$ cat config.mk
export PLATFORM = sky130hd
export DESIGN_NAME = pll_vco_charge_pump_select_unit
export DESIGN_NICKNAME = d
export VERILOG_FILES = /design/src/rtl/vcs_pkg.sv /design/src/rtl/pll_vco_charge_pump_select_unit.sv /design/src/rtl/vcs_line.sv /design/src/rtl/vcs_pixel.sv /design/src/rtl/vcs_band.sv /design/src/rtl/vcs_pump.sv
export VERILOG_INCLUDE_DIRS = /design/src /design/src/rtl
export SDC_FILE = /design/constraint.sdc
export NUM_CORES = 2
export LEC_CHECK = 0
export BUFFER_PORTS_ARGS = -buffer_cell sky130_fd_sc_hd__buf_2
export CORE_ASPECT_RATIO = 0.5
export CORE_UTILIZATION = 50
export DETAILED_ROUTE_END_ITERATION = 6
export PLACE_DENSITY = 0.7
export SLEW_MARGIN = 20
export SYNTH_ARGS = -nofsm -noshare
export SYNTH_HDL_FRONTEND = slang
export SYNTH_SLANG_ARGS = --single-unit
$ cat constraint.sdc
create_clock -name i_clk -period 9.04 [get_ports i_clk]
set_input_delay 0.904 -clock i_clk [delete_from_list [all_inputs] [get_ports i_clk]]
set_output_delay 0.904 -clock i_clk [all_outputs]
set_load 0.02 [all_outputs]
$ cat src/rtl/assert_macros.svh
// assertion macros shared by the vco band and charge pump selector rtl
// no dependencies; included by files that carry concurrent assertions
`ifndef ASSERT_MACROS_SVH
`define ASSERT_MACROS_SVH

`ifndef SYNTHESIS

// checked only out of reset
`define VCS_ASSERT(lbl, clk, rst_n, prop, msg) \
    lbl: assert property (@(posedge clk) disable iff (!rst_n) prop) else $error(msg);

// checked on every edge, reset included
`define VCS_ASSERT_ALWAYS(lbl, clk, prop, msg) \
    lbl: assert property (@(posedge clk) prop) else $error(msg);

`else

`define VCS_ASSERT(lbl, clk, rst_n, prop, msg)
`define VCS_ASSERT_ALWAYS(lbl, clk, prop, msg)

`endif

`endif

$ cat src/rtl/vcs_pkg.sv
// types, widths and constant thresholds for the vco band and charge pump selector
// no dependencies; imported by every module of the block
package vcs_pkg;

    localparam int unsigned LineTotalW  = 12;
    localparam int unsigned FrameLinesW = 11;
    localparam int unsigned VertRateW   = 8;
    localparam int unsigned BandW       = 2;
    localparam int unsigned CodeW       = 3;

    localparam int unsigned HfW   = VertRateW + FrameLinesW;
    localparam int unsigned PfW   = HfW + LineTotalW;
    localparam int unsigned ProdW = HfW + PfW;
    localparam int unsigned LhsW  = ProdW + 2;

    localparam int unsigned InTdataW  = 32;
    localparam int unsigned OutTdataW = 8;

    typedef enum logic [BandW-1:0] {
        BAND_LOW  = 2'd0,
        BAND_MID  = 2'd1,
        BAND_HIGH = 2'd2,
        BAND_TOP  = 2'd3
    } t_band;

    localparam logic [PfW-1:0] Band1Edge = 31'd42000000;
    localparam logic [PfW-1:0] Band2Edge = 31'd84000000;
    localparam logic [PfW-1:0] Band3Edge = 31'd140000000;

    // pump current I < T  <=>  hf*pf*P*98596 < T*600625*12195122*G
    localparam logic [127:0] PumpNumSq = 128'd98596;
    localparam logic [127:0] PumpBaseLow  = 128'd600625 * 128'd12195122 * 128'd150;
    localparam logic [127:0] PumpBaseHigh = 128'd600625 * 128'd12195122 * 128'd180;

    localparam int unsigned PumpEdges = 7;

    // smallest lhs that fails the threshold test, evaluated at elaboration
    function automatic logic [LhsW-1:0] pump_limit(input logic [127:0] edge_val,
                                                   input logic gain_hi);
        logic [127:0] rhs;
        logic [127:0] lim;
        rhs = edge_val * (gain_hi ? PumpBaseHigh : PumpBaseLow);
        lim = (rhs + PumpNumSq - 128'd1) / PumpNumSq;
        return lim[LhsW-1:0];
    endfunction

    localparam logic [LhsW-1:0] PumpLimLow [PumpEdges] = '{
        pump_limit(128'd75, 1'b0),  pump_limit(128'd125, 1'b0),
        pump_limit(128'd200, 1'b0), pump_limit(128'd300, 1'b0),
        pump_limit(128'd425, 1'b0), pump_limit(128'd625, 1'b0),
        pump_limit(128'd1125, 1'b0)
    };

    localparam logic [LhsW-1:0] PumpLimHigh [PumpEdges] = '{
        pump_limit(128'd75, 1'b1),  pump_limit(128'd125, 1'b1),
        pump_limit(128'd200, 1'b1), pump_limit(128'd300, 1'b1),
        pump_limit(128'd425, 1'b1), pump_limit(128'd625, 1'b1),
        pump_limit(128'd1125, 1'b1)
    };

    typedef struct packed {
        logic [LineTotalW-1:0]  line_total;
        logic [FrameLinesW-1:0] frame_lines;
        logic [VertRateW-1:0]   vertical_rate;
        logic                   interlaced;
    } t_timing_s;

    typedef struct packed {
        logic [HfW-1:0]        hf;
        logic [LineTotalW-1:0] line_total;
    } t_line_s;

    typedef struct packed {
        logic [HfW-1:0] hf;
        logic [PfW-1:0] pf;
    } t_pix_s;

    typedef struct packed {
        logic [ProdW-1:0] prod;
        t_band            band;
        logic             gain_hi;
    } t_band_s;

    typedef struct packed {
        t_band            band;
        logic [CodeW-1:0] code;
    } t_result_s;

endpackage

$ cat src/rtl/pll_vco_charge_pump_select_unit.sv
// Picks the PLL VCO band and charge pump code for a video timing. Each request
// carries pixels per line, lines per frame, vertical rate and an interlace flag;
// one result with band and pump code comes back for each request, in order.
// Four register stages (line rate, pixel rate, band and product, pump compare)
// take a new request every cycle unless all four are full; each stage
// holds its item under back pressure, so a stalled output only blocks once
// all four stages are full. Zero anywhere in the timing gives band 0, code 0.
// depends on vcs_pkg, assert_macros.svh and the four stage modules
`include "assert_macros.svh"

module pll_vco_charge_pump_select_unit import vcs_pkg::*; (
    input  logic                 i_clk,
    input  logic                 i_rst_n,
    input  logic                 s_axis_tvalid,
    output logic                 s_axis_tready,
    // line_total[11:0], frame_lines[22:12], vertical_rate[30:23], zero[31]
    input  logic [InTdataW-1:0]  s_axis_tdata,
    // interlaced[0]
    input  logic                 s_axis_tuser,
    output logic                 m_axis_tvalid,
    input  logic                 m_axis_tready,
    // vco_band[1:0], pump_code[4:2], zero[7:5]
    output logic [OutTdataW-1:0] m_axis_tdata
);

    t_timing_s timing;
    logic      line_valid;
    logic      line_ready;
    t_line_s   line_data;
    logic      pix_valid;
    logic      pix_ready;
    t_pix_s    pix_data;
    logic      band_valid;
    logic      band_ready;
    t_band_s   band_data;
    t_result_s result;

    always_comb begin
        timing.line_total    = s_axis_tdata[LineTotalW-1:0];
        timing.frame_lines   = s_axis_tdata[LineTotalW +: FrameLinesW];
        timing.vertical_rate = s_axis_tdata[LineTotalW + FrameLinesW +: VertRateW];
        timing.interlaced    = s_axis_tuser;
    end

    vcs_line u_line (
        .i_clk   (i_clk),
        .i_rst_n (i_rst_n),
        .i_valid (s_axis_tvalid),
        .o_ready (s_axis_tready),
        .i_data  (timing),
        .o_valid (line_valid),
        .i_ready (line_ready),
        .o_data  (line_data)
    );

    vcs_pixel u_pixel (
        .i_clk   (i_clk),
        .i_rst_n (i_rst_n),
        .i_valid (line_valid),
        .o_ready (line_ready),
        .i_data  (line_data),
        .o_valid (pix_valid),
        .i_ready (pix_ready),
        .o_data  (pix_data)
    );

    vcs_band u_band (
        .i_clk   (i_clk),
        .i_rst_n (i_rst_n),
        .i_valid (pix_valid),
        .o_ready (pix_ready),
        .i_data  (pix_data),
        .o_valid (band_valid),
        .i_ready (band_ready),
        .o_data  (band_data)
    );

    vcs_pump u_pump (
        .i_clk   (i_clk),
        .i_rst_n (i_rst_n),
        .i_valid (band_valid),
        .o_ready (band_ready),
        .i_data  (band_data),
        .o_valid (m_axis_tvalid),
        .i_ready (m_axis_tready),
        .o_data  (result)
    );

    assign m_axis_tdata = {{(OutTdataW - BandW - CodeW){1'b0}}, result.code, result.band};

    // input only backs up when the output holds a result
    `VCS_ASSERT(a_stall_needs_output, i_clk, i_rst_n, !s_axis_tready |-> m_axis_tvalid, "input stalled with empty output")
    // top band always lands above the lowest pump bucket
    `VCS_ASSERT(a_top_band_pump, i_clk, i_rst_n, (m_axis_tvalid && m_axis_tdata[1:0] == BAND_TOP) |-> (m_axis_tdata[4:2] != 3'd0), "top band with lowest pump code")
    // pad bits never set
    `VCS_ASSERT_ALWAYS(a_pad_zero, i_clk, m_axis_tdata[OutTdataW-1:BandW+CodeW] == '0, "output pad bits set")

endmodule

$ cat src/rtl/vcs_line.sv
// first stage: line rate from vertical rate and frame lines, halved when interlaced
// depends on vcs_pkg
module vcs_line import vcs_pkg::*; (
    input  logic      i_clk,
    input  logic      i_rst_n,
    input  logic      i_valid,
    output logic      o_ready,
    input  t_timing_s i_data,
    output logic      o_valid,
    input  logic      i_ready,
    output t_line_s   o_data
);

    logic           r_valid;
    t_line_s        r_data;
    t_line_s        n_data;
    logic [HfW-1:0] hf_full;

    assign o_ready = !r_valid || i_ready;

    always_comb begin
        hf_full = HfW'(i_data.vertical_rate) * HfW'(i_data.frame_lines);
        n_data.hf         = i_data.interlaced ? (hf_full >> 1) : hf_full;
        n_data.line_total = i_data.line_total;
    end

    always_ff @(posedge i_clk) begin
        if (!i_rst_n) begin
            r_valid <= 1'b0;
        end else if (o_ready) begin
            r_valid <= i_valid;
        end
    end

    always_ff @(posedge i_clk) begin
        if (o_ready && i_valid) begin
            r_data <= n_data;
        end
    end

    assign o_valid = r_valid;
    assign o_data  = r_data;

endmodule

$ cat src/rtl/vcs_pixel.sv
// second stage: pixel rate as line rate times pixels per line
// depends on vcs_pkg
module vcs_pixel import vcs_pkg::*; (
    input  logic    i_clk,
    input  logic    i_rst_n,
    input  logic    i_valid,
    output logic    o_ready,
    input  t_line_s i_data,
    output logic    o_valid,
    input  logic    i_ready,
    output t_pix_s  o_data
);

    logic   r_valid;
    t_pix_s r_data;
    t_pix_s n_data;

    assign o_ready = !r_valid || i_ready;

    always_comb begin
        n_data.hf = i_data.hf;
        n_data.pf = PfW'(i_data.hf) * PfW'(i_data.line_total);
    end

    always_ff @(posedge i_clk) begin
        if (!i_rst_n) begin
            r_valid <= 1'b0;
        end else if (o_ready) begin
            r_valid <= i_valid;
        end
    end

    always_ff @(posedge i_clk) begin
        if (o_ready && i_valid) begin
            r_data <= n_data;
        end
    end

    assign o_valid = r_valid;
    assign o_data  = r_data;

endmodule

$ cat src/rtl/vcs_band.sv
// third stage: vco band and gain from the pixel rate, line rate times pixel rate
// depends on vcs_pkg
module vcs_band import vcs_pkg::*; (
    input  logic    i_clk,
    input  logic    i_rst_n,
    input  logic    i_valid,
    output logic    o_ready,
    input  t_pix_s  i_data,
    output logic    o_valid,
    input  logic    i_ready,
    output t_band_s o_data
);

    logic    r_valid;
    t_band_s r_data;
    t_band_s n_data;

    assign o_ready = !r_valid || i_ready;

    always_comb begin
        n_data.prod    = ProdW'(i_data.hf) * ProdW'(i_data.pf);
        n_data.gain_hi = (i_data.pf >= Band3Edge);
        priority if (i_data.pf < Band1Edge) begin
            n_data.band = BAND_LOW;
        end else if (i_data.pf < Band2Edge) begin
            n_data.band = BAND_MID;
        end else if (i_data.pf < Band3Edge) begin
            n_data.band = BAND_HIGH;
        end else begin
            n_data.band = BAND_TOP;
        end
    end

    always_ff @(posedge i_clk) begin
        if (!i_rst_n) begin
            r_valid <= 1'b0;
        end else if (o_ready) begin
            r_valid <= i_valid;
        end
    end

    always_ff @(posedge i_clk) begin
        if (o_ready && i_valid) begin
            r_data <= n_data;
        end
    end

    assign o_valid = r_valid;
    assign o_data  = r_data;

endmodule

$ cat src/rtl/vcs_pump.sv
// last stage: post divider scaling and pump code from seven threshold compares
// depends on vcs_pkg; its register is the output register of the block
module vcs_pump import vcs_pkg::*; (
    input  logic      i_clk,
    input  logic      i_rst_n,
    input  logic      i_valid,
    output logic      o_ready,
    input  t_band_s   i_data,
    output logic      o_valid,
    input  logic      i_ready,
    output t_result_s o_data
);

    logic                 r_valid;
    t_result_s            r_data;
    t_result_s            n_data;
    logic [LhsW-1:0]      lhs;
    logic [PumpEdges-1:0] below;

    assign o_ready = !r_valid || i_ready;

    always_comb begin
        unique case (i_data.band)
            BAND_LOW:  lhs = {i_data.prod, 2'b00};
            BAND_MID:  lhs = {1'b0, i_data.prod, 1'b0};
            default:   lhs = {2'b00, i_data.prod};
        endcase
        for (int i = 0; i < PumpEdges; i++) begin
            below[i] = lhs < (i_data.gain_hi ? PumpLimHigh[i] : PumpLimLow[i]);
        end
        n_data.band = i_data.band;
        n_data.code = CodeW'(PumpEdges);
        for (int i = PumpEdges - 1; i >= 0; i--) begin
            if (below[i]) begin
                n_data.code = CodeW'(i);
            end
        end
    end

    always_ff @(posedge i_clk) begin
        if (!i_rst_n) begin
            r_valid <= 1'b0;
        end else if (o_ready) begin
            r_valid <= i_valid;
        end
    end

    always_ff @(posedge i_clk) begin
        if (o_ready && i_valid) begin
            r_data <= n_data;
        end
    end

    assign o_valid = r_valid;
    assign o_data  = r_data;

endmodule

### Yosys cells after proc, flatten, opt, wreduce, memory -nomap -nowiden

Index checks and enable logic that the tools add are counted.

* bits in registers: 143
* latch bits: 0
* bits in writable memories: 0
* memory bits (read-only): 0
* input bits: 37
* output and inout port bits: 10
* logic and storage cells: 65
* memories: 0

* add/subtract/negate cells: 0
* $mul: 3
* div/mod/pow operators: 0
* $lt $le $gt $ge: 11
* equality and inequality tests: 1
* shifts and indexed selects: 0
* muxes and demuxes: 17
* bitwise operators: 0
* reductions and logical operators: 16

Operator list (count)
* less-than comparator 52 bit: 7
* case mux 52 bit (2 select lines): 1
* 2-to-1 mux 41 bit: 2
* 2-to-1 mux 40 bit: 2
* multiplier 19 x 31 -> 50 bit: 1
* 2-to-1 mux 43 bit: 1
* 2-to-1 mux 39 bit: 1
* 2-to-1 mux 38 bit: 1
* >= comparator 31 x 28 -> 1 bit, second input constant: 1
* less-than comparator 31 x 26 -> 1 bit, second input constant: 1
* less-than comparator 31 x 27 -> 1 bit, second input constant: 1
* less-than comparator 31 x 28 -> 1 bit, second input constant: 1
* multiplier 19 x 12 -> 31 bit: 1
* multiplier 8 x 11 -> 19 bit: 1
* 2-to-1 mux 18 bit: 1
* 2-to-1 mux 2 bit: 4
* logical AND 1 bit: 4
* zero test 1 bit: 4
* logical OR 1 bit: 4
* 2-to-1 mux 1 bit: 4
* OR reduction 2 bit: 2
* OR reduction 4 bit: 1
* equality test 2 x 1 -> 1 bit, second input constant: 1
* zero test 2 bit: 1

### Logic depth before layout (Yosys ltp)

* depth in word-level cells: 9
* mapped depth: 27
* gate-level depth less buffers: 24

### By module

From an unflattened synthesis, not the netlist that was laid out.

* cells, all modules: 4339
* area, all modules: 38869.8 µm²

Modules (own cells, without submodules)
* vcs_band: times used 1, cells each 2364, area an instance 21333.0 µm², sequential area each 1611.5 µm²
* vcs_pixel: times used 1, cells each 918, area an instance 8734.6 µm², sequential area each 1521.5 µm²
* vcs_pump: times used 1, cells each 621, area an instance 4564.4 µm², sequential area each 170.2 µm²
* vcs_line: times used 1, cells each 432, area an instance 4211.5 µm², sequential area each 950.9 µm²
* pll_vco_charge_pump_select_unit: times used 1, cells each 4, area an instance 26.3 µm², sequential area each 0.0 µm²

### Worst setup path before layout

No wires, ideal clock.

* path type: flip-flop to flip-flop
* start point: register u_pixel.r_data (netlist bit u_pixel.o_data[8])
* end point: register u_band.r_data (netlist bit u_band.o_data[51]) (data pin)
* library setup time: 0.260 ns
* data arrival time: 6.219 ns
* required time: 8.780 ns
* path slack: 2.560 ns
* stages on the path, launching flop included: 24
* path buffers: 2
* period minus slack after synthesis: 6.480 ns
* cell sequence: edfxtp_1 -> clkbuf_1 -> clkbuf_1 -> nand2_1 -> fa_1 -> inv_1 -> fa_1 -> fa_1 -> fa_1 -> fa_1 -> inv_1 -> fa_1 -> inv_1 -> ha_1 -> nand2_1 -> o21ai_0 -> o21bai_1 -> nand3_1 -> o311a_1 -> nor3b_1 -> o21bai_1 -> a31oi_1 -> mux2i_1 -> nand2_1

RTL lines
* start: declaration: RTL line vcs_pixel.sv:15 `t_pix_s r_data;`
* start signal: assignment: RTL line vcs_pixel.sv:35 `r_data <= n_data;`
* end signal: assignment: RTL line vcs_band.sv:44 `r_data <= n_data;`
* end: declaration: RTL line vcs_band.sv:15 `t_band_s r_data;`

==> impl_results.html <==
<table>
<tr><th>Metric</th><th>Value</th></tr>
<tr><th colspan="2">Clocking</th></tr>
<tr><td>Count of hold buffers inserted by post-cts repair</td><td>0</td></tr>
<tr><td>Maximum root-to-sink buffer count</td><td>2</td></tr>
<tr><td>Number of buffers inserted to repair setup after CTS</td><td>0</td></tr>
<tr><td>Count of cells resized by post-cts repair</td><td>0</td></tr>
<tr><td>Clock Root Buffer</td><td>sky130_fd_sc_hd__clkbuf_16</td></tr>
<tr><td>Clock latency reported for the late side of the worst-skew pair</td><td>460 ps</td></tr>
<tr><td>TritonCTS clock tree</td><td>done</td></tr>
<tr><td>Sink Count</td><td>143</td></tr>
<tr><td>Clock input transition at the sequential cells of the worst setup and hold paths</td><td>70 ps</td></tr>
<tr><td>Clock buffers created by TritonCTS</td><td>17</td></tr>
<tr><td>Number of H-tree branching levels</td><td>4</td></tr>
<tr><th colspan="2">Placement</th></tr>
<tr><td>Detailed Place HPWL</td><td>69300 um</td></tr>
<tr><td>Quantity of I/O buffers inserted on ports</td><td>42</td></tr>
<tr><td>Placer Congestion</td><td>0.929</td></tr>
<tr><td>Pre-CTS setup slack</td><td>1480 ps</td></tr>
<tr><th colspan="2">Critical path</th></tr>
<tr><td>Critical Path Source Type</td><td>flop</td></tr>
<tr><td>Cell Chain, Critical Path</td><td>and2_1 -&gt; fa_1 -&gt; fa_1 -&gt; inv_1 -&gt; fa_1 -&gt; inv_1 -&gt; fa_1 -&gt; fa_1 -&gt; fa_1 -&gt; ha_1 -&gt; a21o_1 -&gt; o21a_1 -&gt; a311oi_1 -&gt; o31ai_1 -&gt; a211o_1 -&gt; o31ai_4 -&gt; o21ai_2 -&gt; a21oi_1 -&gt; o21ai_1 -&gt; xor2_1</td></tr>
<tr><td>Biggest cell delay along the critical path</td><td>1110 ps</td></tr>
<tr><td>Worst reg2reg startpoint</td><td>u_pixel.o_data[16]</td></tr>
<tr><td>Startpoint-to-endpoint class of the critical path</td><td>flop to flop</td></tr>
<tr><td>End of the worst register-to-register path</td><td>u_band.o_data[48]</td></tr>
<tr><td>Crit path capture type</td><td>flop</td></tr>
<tr><td>Register-to-Register Path Depth</td><td>20</td></tr>
<tr><td>Most prevalent standard cell on the critical path</td><td>sky130_fd_sc_hd__fa_1</td></tr>
<tr><td>Cell family contributing the most delay on the critical path</td><td>adder cells</td></tr>
<tr><td>Register-to-Register Setup Slack</td><td>1570 ps</td></tr>
<tr><td>Required time reported for the critical path endpoint</td><td>9240 ps</td></tr>
<tr><td>Worst Path Max Fanout</td><td>22</td></tr>
<tr><td>Buffers and inverters on the worst path</td><td>2</td></tr>
<tr><td>Critical Path Slowest Stage Cell</td><td>sky130_fd_sc_hd__edfxtp_1</td></tr>
<tr><td>Number of gates on the worst path with buffers counted</td><td>20</td></tr>
<tr><td>CP Data Arrival Time</td><td>7670 ps</td></tr>
<tr><th colspan="2">Worst hold path</th></tr>
<tr><td>Launch instance of the worst min-delay path</td><td>u_band.o_valid</td></tr>
<tr><td>Hold EP</td><td>u_pump.o_valid</td></tr>
<tr><td>Worst hold path depth</td><td>1</td></tr>
<tr><td>Class of the most critical hold timing path</td><td>flop to flop</td></tr>
<tr><th colspan="2">Die</th></tr>
<tr><td>Number of primary I/O pins</td><td>47</td></tr>
<tr><td>Row count</td><td>70</td></tr>
<tr><td>Core Region</td><td>73400 um2</td></tr>
<tr><td>Die Area</td><td>75600 um2</td></tr>
<tr><td>Die W</td><td>388 um</td></tr>
<tr><td>Initial Util</td><td>50.7%</td></tr>
<tr><td>Chip height</td><td>195 um</td></tr>
<tr><th colspan="2">Synthesis</th></tr>
<tr><td>Combinational family with the most area after synthesis</td><td>adder cells</td></tr>
<tr><td>Cell Area, Synth</td><td>37200 um2</td></tr>
<tr><td>Count of warnings emitted by yosys</td><td>0</td></tr>
<tr><td>Post-synthesis cell type with the largest combined area</td><td>sky130_fd_sc_hd__fa_1</td></tr>
<tr><td>Share of the yosys chip area belonging to registers</td><td>11.4%</td></tr>
<tr><td>Cell count after synthesis</td><td>4114</td></tr>
<tr><td>Parity-gate share of the synthesized area counting xor and xnor cells</td><td>1.93%</td></tr>
<tr><td>Compound-Gate Fraction of Synth Area</td><td>8.08%</td></tr>
<tr><td>Number of distinct library cells after synthesis</td><td>89</td></tr>
<tr><td>Number of synthesized register bits</td><td>143</td></tr>
<tr><td>Most used DFF post-synth</td><td>sky130_fd_sc_hd__edfxtp_1</td></tr>
<tr><td>Synthesized area per cell</td><td>9.05 um2</td></tr>
<tr><td>Area share of the leading cell type in the synthesized netlist</td><td>38.5%</td></tr>
<tr><td>Fraction of registers with async set/reset</td><td>0%</td></tr>
<tr><td>Post-synthesis mux area share</td><td>1.48%</td></tr>
<tr><td>Cell types with the largest area share after synthesis</td><td>sky130_fd_sc_hd__fa_1 (39%), sky130_fd_sc_hd__edfxtp_1 (11%), sky130_fd_sc_hd__ha_1 (11%)</td></tr>
<tr><td>Adder-Cell Fraction of Synth Area</td><td>49.2%</td></tr>
<tr><td>Simple logic cell fraction of the synthesized area</td><td>16.9%</td></tr>
<tr><td>EDFF count, synth</td><td>139</td></tr>
<tr><th colspan="2">Finish</th></tr>
<tr><td># diodes</td><td>0</td></tr>
<tr><td>Proportion of layout cells with a drive suffix above 1</td><td>3.64%</td></tr>
<tr><td>Most common cell after layout, fill and taps aside</td><td>sky130_fd_sc_hd__inv_1</td></tr>
<tr><td>Commonest cells after routing, fill and taps aside</td><td>sky130_fd_sc_hd__inv_1 (869), sky130_fd_sc_hd__fa_1 (716), sky130_fd_sc_hd__nand2_1 (592)</td></tr>
<tr><td>Area growth, synth to finish</td><td>4.08%</td></tr>
<tr><td>Total Nets Final</td><td>5090</td></tr>
<tr><th colspan="2">STA</th></tr>
<tr><td>Unrepaired setup endpoints after global routing</td><td>no</td></tr>
<tr><td>Final setup slack of the worst path</td><td>1570 ps</td></tr>
<tr><td>Slew Viols, Final</td><td>0</td></tr>
<tr><td>Final critical delay including setup and external delays</td><td>7470 ps</td></tr>
<tr><td>Worst slew margin relative to its limit</td><td>21.7%</td></tr>
<tr><td>Worst Skew</td><td>14.1 ps</td></tr>
<tr><td>Final setup TNS</td><td>0 ps</td></tr>
<tr><td>Post-route fraction of the period consumed by the critical path</td><td>82.7%</td></tr>
<tr><td>Final hold viol count</td><td>0</td></tr>
<tr><td>Final setup vio count</td><td>0</td></tr>
<tr><td>Fmax</td><td>134 MHz</td></tr>
<tr><td>Transition time at the pin with the least slew margin</td><td>1180 ps</td></tr>
<tr><th colspan="2">Routing</th></tr>
<tr><td>Iteration-0 DRC count of the detailed router</td><td>1962</td></tr>
<tr><td>Remaining design rule violation count</td><td>0</td></tr>
<tr><td>Vias</td><td>27500</td></tr>
<tr><td>Final wirelength</td><td>87900 um</td></tr>
<tr><td>Avg Vias per Cell</td><td>5.49</td></tr>
<tr><td>Iteration count of the initial detailed-routing pass</td><td>5</td></tr>
<tr><td>Avg WL per Cell</td><td>17.6 um</td></tr>
<tr><td>Remaining antenna violation count after routing</td><td>0</td></tr>
<tr><th colspan="2">Global routing</th></tr>
<tr><td>Maximum number of pins on one net before global-route repair</td><td>97</td></tr>
<tr><td>GRT Resource Usage Total</td><td>24.0%</td></tr>
<tr><td>Antenna violations before repair</td><td>1</td></tr>
<tr><td>Remaining global-route overflow</td><td>0</td></tr>
<tr><td>Via count of the first global-routing pass</td><td>28900</td></tr>
<tr><td>Wire length of the first global-routing pass</td><td>146000 um</td></tr>
<tr><th colspan="2">Outcome</th></tr>
<tr><td>Result of the run</td><td>completed</td></tr>
<tr><th colspan="2">Run</th></tr>
<tr><td>Max-cap check violation count</td><td>0</td></tr>
</table>
==> per-stage QoR <==
| step | instances | hold WS [ps] | util (%) | area [um2] |
|---|---|---|---|---|
| 6_report | 5005 | 493 | 52.8 | 38700 |
| 3_3_place_gp | 4971 | 467 | 51.9 | 38100 |
| 5_1_grt | 5005 | 532 | 52.8 | 38700 |
| 3_5_place_dp | 4971 | 479 | 51.9 | 38100 |
| 4_1_cts | 5003 | 497 | 52.7 | 38700 |
| 2_1_floorplan | 4116 | 448 | - | 37200 |
==> area by class of cell <==
type	count	area, um2
Sequential cell	143	4250
Inverter	873	3280
Timing Repair Buffer	79	515
Tap cell	972	1220
Multi-Input combinational cell	2906	28900
Clock inverter	14	149
Fill cell	6731	34600
Clock buffer	18	429
==> layer usage <==
metal  part of all wire (%)  routed length, um  track usage, %  vias to the layer above
met2                     46              40300            38.8                     1040
met3                    9.1               7960            6.07                      159
met1                     43              37900            32.5                    13800
met5                  0.015                 13               0                        -
li1                       -                  -               -                    12500
met4                    2.0               1780            5.78                        2
==> sequential cells by signal, indices dropped and copies added (netlist names) <==
| signal | cells |
|---|---|
| u_line.o_valid | 1 |
| u_pixel.o_data | 50 |
| u_line.o_data | 31 |
| u_pump.o_data | 5 |
| u_pixel.o_valid | 1 |
| u_pump.o_valid | 1 |
| u_band.o_data | 53 |
| u_band.o_valid | 1 |
==> worst register-to-register path, delay by kind of cell, from the launching register on <==
family / cells / cell delay (ps)
xor+xnor: 1 / 150
fa+ha+maj: 7 / 3500
compound gates: 9 / 2070
simple gates: 1 / 300
flops: 1 / 1110
buf+inv: 2 / 100
==> synth_stat cells, drive strengths merged (4+ instances only) <==
library cell and n:
and2 424, clkbuf 167, or3 7, edfxtp 139, a2111oi 12, nand4 15, nor3 27, buf 27
or4 6, ha 317, o21bai 21, a211o 8, a21o 46, xnor2 57, a2111o 4, inv 872
o21a 25, and3 13, a221oi 4, nor3b 7, dfxtp 4, nor2 74, mux2 9, a21oi 131
nor2b 29, a21boi 5, o2111ai 4, o311ai 4, o22ai 5, a211oi 16, fa 716, nand2b 19
o211ai 8, xor2 25, or2 4, nor4 10, mux2i 43, a31oi 23, a311oi 6, o21ai 114
nand2 592, nand3 34
==> worst max path at each step <==
stage                              to  slack (ps)               start
global route        u_band.o_data[51]        1310  u_pixel.o_data[37]
floorplan           u_band.o_data[51]        2560   u_pixel.o_data[8]
detailed placement  u_band.o_data[48]        1480  u_pixel.o_data[32]
CTS                 u_band.o_data[48]        1410  u_pixel.o_data[32]
global placement    u_band.o_data[48]        1590  u_pixel.o_data[33]
finish              u_band.o_data[48]        1570  u_pixel.o_data[16]
==> kinds of logic after synthesis <==
kind of cell               Yosys count
other                                1
and+or+nand+nor                   1274
AOI/OAI and AO/OA                  462
xor gates and xnor gates            82
adders and majority gates         1033
DFF                                143
muxes                               52
buffers and inverters             1067
Power is left out: the tool's default activity adds up to more than one toggle a clock period on the data nets, which glitch-free logic cannot reach.
